[src/ost_pkg.sv]
package ost_pkg;

  localparam int Capacity = 128;
  localparam int IdxW     = $clog2(Capacity);
  localparam int CntW     = $clog2(Capacity + 1);
  localparam int ElemW    = 32;

  typedef enum logic [1:0] {
    OP_CLEAR  = 2'd0,
    OP_INSERT = 2'd1,
    OP_DELETE = 2'd2,
    OP_QUERY  = 2'd3
  } op_e;

  // Control that the sequencer broadcasts to every cell of the row.
  typedef struct packed {
    logic            compare;
    logic            update;
    op_e             op;
    logic            member;
    logic [CntW-1:0] count;
  } cell_ctl_t;

endpackage

[src/ost_cell.sv]
module ost_cell (
  input  logic                      clk_i,
  input  ost_pkg::cell_ctl_t        ctl_i,
  input  logic [ost_pkg::ElemW-1:0] elem_i,
  input  logic [ost_pkg::IdxW-1:0]  idx_i,
  input  logic [ost_pkg::ElemW-1:0] next_val_i,
  input  logic                      hit_i,
  output logic [ost_pkg::ElemW-1:0] val_o,
  output logic                      hit_o,
  output logic                      match_o
);

  logic [ost_pkg::ElemW-1:0] val_q;
  logic                      match_q;
  logic                      in_use;
  logic                      tail;

  assign in_use  = {1'b0, idx_i} < ctl_i.count;
  assign tail    = {1'b0, idx_i} == ctl_i.count;
  // Once a match is seen at or below this cell, a delete makes the cell take its upper neighbor's value.
  assign hit_o   = hit_i | match_q;
  assign val_o   = val_q;
  assign match_o = match_q;

  always_ff @(posedge clk_i) begin
    if (ctl_i.compare) begin
      match_q <= (val_q == elem_i) && in_use;
    end
    if (ctl_i.update) begin
      case (ctl_i.op)
        ost_pkg::OP_INSERT: begin
          if (!ctl_i.member && tail) begin
            val_q <= elem_i;
          end
        end
        ost_pkg::OP_DELETE: begin
          if (hit_o) begin
            val_q <= next_val_i;
          end
        end
        default: begin
        end
      endcase
    end
  end

endmodule
[config.mk]
export PLATFORM = sky130hd
export DESIGN_NAME = ost_cell
export DESIGN_NICKNAME = d
export VERILOG_FILES = /design/src/ost_pkg.sv /design/src/ost_cell.sv
export SDC_FILE = /design/constraint.sdc
export NUM_CORES = 1
export LEC_CHECK = 0
export ABC_AREA = 1
export BUFFER_PORTS_ARGS = -buffer_cell sky130_fd_sc_hd__buf_2
export CAP_MARGIN = 20
export CORE_UTILIZATION = 47
export CTS_CLUSTER_SIZE = 14
export DETAILED_ROUTE_END_ITERATION = 10
export HOLD_SLACK_MARGIN = 0.05
export PLACE_DENSITY = 0.82
export RECOVER_POWER = 50
export SETUP_SLACK_MARGIN = 0.5
export SLEW_MARGIN = 15
export SYNTH_ARGS = -nofsm -noshare
export SYNTH_HDL_FRONTEND = slang
export SYNTH_SLANG_ARGS = --single-unit
export TNS_END_PERCENT = 20
[constraint.sdc]
create_clock -name clk_i -period 6.2 [get_ports clk_i]
set_clock_uncertainty 0.15 [all_clocks]
set_input_delay 0.31 -clock clk_i [delete_from_list [all_inputs] [get_ports clk_i]]
set_output_delay 0.31 -clock clk_i [all_outputs]
set_load 0.02 [all_outputs]
## Word-level counts from Yosys, hierarchy flattened

Cells that the tools add are included.

- Order comparisons: 1
- Equal/unequal tests: 6
- Multiplexer cells: 3
- Bitwise gates (word level): 1
- Reduce and logical (&&, ||, !) cells: 5

Operators by type and width:

| kind | number |
|---|---|
| $mux 32 | 2 |
| $pmux 32 s2 | 1 |
| $eq 32x32->1 | 1 |
| $eq 7x8->1 | 1 |
| $lt 7x8->1 | 1 |
| $ne 2x2->1 const B | 2 |
| $reduce_and 4->1 | 1 |
| $eq 2x1->1 const B | 1 |
| $eq 2x2->1 const B | 1 |
| $logic_and 1x1->1 | 2 |
| $reduce_bool 2->1 | 1 |
| $logic_not 1->1 | 1 |
| $or 1x1->1 | 1 |

- Register bits after elaboration: 33
- Input port bits: 86

## Logic depth before layout (Yosys ltp)

- Depth after elaboration: 4
- Depth in mapped cells: 9

## Worst setup path before layout

No wires, ideal clock.

- Kind: input port to flip-flop
- Start: in ctl_i[3] in the netlist's numbering
- End: reg val_q (netlist bit val_o[0]), enable pin
- Arrival time: 2.474 ns
- Required time: 5.618 ns
- Path slack: 3.144 ns
- Cell stages on the path: 6
- Path through: inv_1 -> ha_1 -> nand2_1 -> nor3_1 -> nand4_1 -> a21oi_1

- Word-level cells in the longest chain between the ends: 4

Ends and longest elaborated chain:

| what | RTL line | text |
|---|---|---|
| start, declared | ost_cell.sv:3 | `input ost_pkg::cell_ctl_t ctl_i,` |
| $eq 7x8->1 | ost_cell.sv:19 | `assign tail = {1'b0, idx_i} == ctl_i.count;` |
| $logic_and 1x1->1 | ost_cell.sv:32 | `if (!ctl_i.member && tail) begin` |
| $ne 2x2->1 (no line) | n/a |  |
| $reduce_and 4->1 (no line) | n/a |  |
| end signal, assigned | ost_cell.sv:33 | `val_q <= elem_i;` |
| end signal, assigned | ost_cell.sv:38 | `val_q <= next_val_i;` |
| end, declared | ost_cell.sv:13 | `logic [ost_pkg::ElemW-1:0] val_q;` |

No other way between the ends.
A chain may end at the register's enable or synchronous reset.

## Worst setup path after layout

- Start: in ctl_i[9] in the netlist's numbering
- End: reg val_q (netlist bit val_o[10]), enable pin

- Word-level cells in the longest chain between the ends: 3

Ends and longest elaborated chain:

| what | RTL line | text |
|---|---|---|
| $eq 2x1->1 or $eq 2x2->1 (tied branches) | ost_cell.sv:30 | `case (ctl_i.op)` |
| $ne 2x2->1 (no line) or $reduce_bool 2->1 (tied branches) | n/a |  |
| $reduce_and 4->1 (no line) (*) | n/a |  |

Every way passes the cells marked *; elsewhere a longest branch is shown, timed or not.

==> flow_metrics.py <==
metrics = {
    "clocking": {
        "htreeDepth": 2,
        "postCtsSetupBuffers": 0,
        "clk_pin_slew_worst_paths_ns": 0.06,
        "cts_tree": "built",
        "cts_buffers": 5,
        "clock_latency_ns": 0.28,
        "root_buffer": "clkbuf_8",
        "hold_buffers": 0,
        "cts.repair.resized": 0,
        "clockBufferDepth": 2,
        "cts_num_sinks": 33,
    },
    "finish": {
        "drive_gt1_share_pct": 25.2,
        "regArea_sq_um": 991,
        "synthToLayoutAreaGrowth_pct": 31.8,
        "fin_cells": 419,
        "final_cell_area_sq_um": 2710,
        "fillCellCount": 390,
        "fin_nets": 462,
        "finalCoreUtilization_pct": 66.2,
        "antenna_cells_inserted": 0,
        "multiInputGateArea_sq_um": 936,
    },
    "flow_run": {
        "max_cap_violations": 0,
    },
    "worst_setup_path": {
        "crit_path_max_fanout": 32,
        "crit_path_top_delay_cell": "a21oi_4",
        "crit_path_start_kind": "input pin",
        "crit_family": "compound AO/OA/AOI/OAI gates",
        "crit_path_end_kind": "register",
        "worstPathRequired_ns": 5.95,
        "cp_slowest_stage_delay_ns": 0.83,
        "path_class": "input pin to register",
        "crit_chain": "buf_2 -> inv_1 -> nand2_1 -> o21ai_0 -> a21oi_4",
        "crit_buf_inv": 2,
        "cp.arrival_ns": 2.35,
    },
    "global_route": {
        "antenna_found_initial": 0,
        "grt_max_degree": 39,
        "grt_use_total_pct": 20.9,
        "grt_pass1_vias": 1674,
        "overflow": 0,
        "grt_pass1_wl_um": 7040,
    },
    "routing": {
        "wl_per_cell_um": 11.2,
        "wirelength_um": 4700,
        "drtAntennaViolNets": 0,
        "vias_per_cell": 4.70,
        "vias": 1970,
        "route.detailed.drc": 0,
        "dr.first_iter.drc_count": 79,
        "drt_pass1_iterations": 4,
    },
    "timing": {
        "fin_crit_ns": 2.61,
        "fmax_ghz": 0.384,
        "worst_slew_pin_slew_ns": 1.05,
        "finalMaxSlewViolations": 0,
        "fin_tns_setup_ns": 0,
        "hold_viol": 0,
        "relSlewSlack_pct": 30.0,
        "fin_crit_sh_pct": 42.0,
        "setup_slack_ns": 3.59,
        "setup_violations": 0,
        "rsz0062_at_grt": "no",
    },
    "placed_design": {
        "placed_cell_area_sq_um": 2670,
        "dpl_worst_slack_ns": 3.29,
        "place_inst": 412,
        "io_buffers": 119,
        "dp.final_hpwl_um": 3690,
        "gp_congestion": 0.776,
    },
    "synthesis": {
        "yosysSeqAreaShare_pct": 48.3,
        "synth_edf_count": 33,
        "yosysWarningCount": 0,
        "synth.cell_area_sq_um": 2050,
        "ys_ff_latch": 33,
        "synth_top_area_share_pct": 48.3,
        "post-synth-top-count-cell": "nand2_1",
        "async_flop_share_pct": 0,
        "ys_top_cells_by_count": "120 x nand2_1, 33 x edfxtp_1, 22 x inv_1",
        "syn-num-nets": 343,
        "synth_cell_types": 18,
        "synth_area_per_cell_sq_um": 8.21,
        "synthTopCellsByArea": "edfxtp_1 48%, nand2_1 22%, xnor2_1 9.0%",
        "synthFlopType": "edfxtp_1",
        "synth_cells": 250,
        "yosys.area.top_type": "edfxtp_1",
    },
    "floorplanning": {
        "die_area_sq_um": 4630,
        "num_io_pins": 120,
        "row_count": 23,
        "coreArea_sq_um": 4090,
        "start_util_pct": 50.2,
        "die_w_um": 68.1,
        "fp.dieH_um": 68.1,
    },
    "power": {
        "worst_ir_drop_vdd_v": 0.000160,
        "p_leak_uw": 0.00132,
        "powerDensity_nw_per_um2": 187,
    },
    "outcome": {
        "outcome": "complete, no violations",
    },
    "worst_hold_path": {
        "hold_path.class": "input pin to register",
    },
}
sequential cells by signal, indices dropped and copies added, names as in the netlist:
name / cells
val_o: 32
match_o: 1
power breakdown:
| group | switching [uW] | internal [uW] | leakage [uW] |
|---|---|---|---|
| Clock | 68.8 | 75.5 | 0.0000387 |
| Combinational | 55.2 | 44.7 | 0.000976 |
| Sequential | 4.69 | 256 | 0.000305 |
| Total | 129 | 377 | 0.00132 |
layer usage:
layer / vias to the layer above / share of wire, % / track usage [%]
li1: 1022 / - / -
met4: 0 / 1.4 / 6.77
met3: 7 / 6.9 / 5.50
met2: 83 / 48 / 34.2
met1: 858 / 44 / 26.8
met5: - / 0 / 0
final cells by class:
| class | instances | area share [%] |
|---|---|---|
| inverters | 23 | 3.19 |
| well taps | 50 | 2.31 |
| repair buffers | 119 | 20.4 |
| clock buffers | 6 | 2.68 |
| flip-flops and latches | 33 | 36.6 |
| multi-input cells | 187 | 34.6 |
| clock inverters | 1 | 0.139 |
worst paths after layout:
| kind | from | cells after the start | end | slack (ns) |
|---|---|---|---|---|
| hold reg to reg | val_o[21] | 5 | match_o | 0.68 |
| setup reg to reg | match_o | 3 | val_o[10] | 4.22 |
| hold / removal | ctl_i[12] | 1 | match_o | 0.08 |
| setup / recovery | ctl_i[9] | 5 | val_o[10] | 3.59 |
cells in the final DEF, fill, tap and decap left out:
master / n
nand2_1: 120
buf_2: 85
clkbuf_1: 35
edfxtp_1: 33
inv_1: 23
xnor2_1: 21
nor2_1: 13
o21ai_0: 8
ha_1: 7
xor2_1: 5
clkbuf_8: 5
nor3_1: 3
nand3_1: 3
a21oi_1: 2
nand4_1: 2
nor2_2: 1
or2_2: 1
a21oi_4: 1
clkinv_1: 1
cells by family after synthesis:
kind of cell | synth area share (%)
buffers and inverters | 6.65
AO/OA/AOI/OAI | 2.68
AND/OR/NAND/NOR | 27.0
adder cells (fa/ha/maj) | 4.27
XOR/XNOR | 11.1
flip-flops | 48.3
metrics by stage:
stage	power [uW]	hold WS, ns
final	505	0.0840
after global placement	365	0.360
after floorplan	323	0.272
after detailed placement	368	0.361
after CTS	511	0.0744
after global routing	534	0.0758
Power figures use the tool's default switching activity.
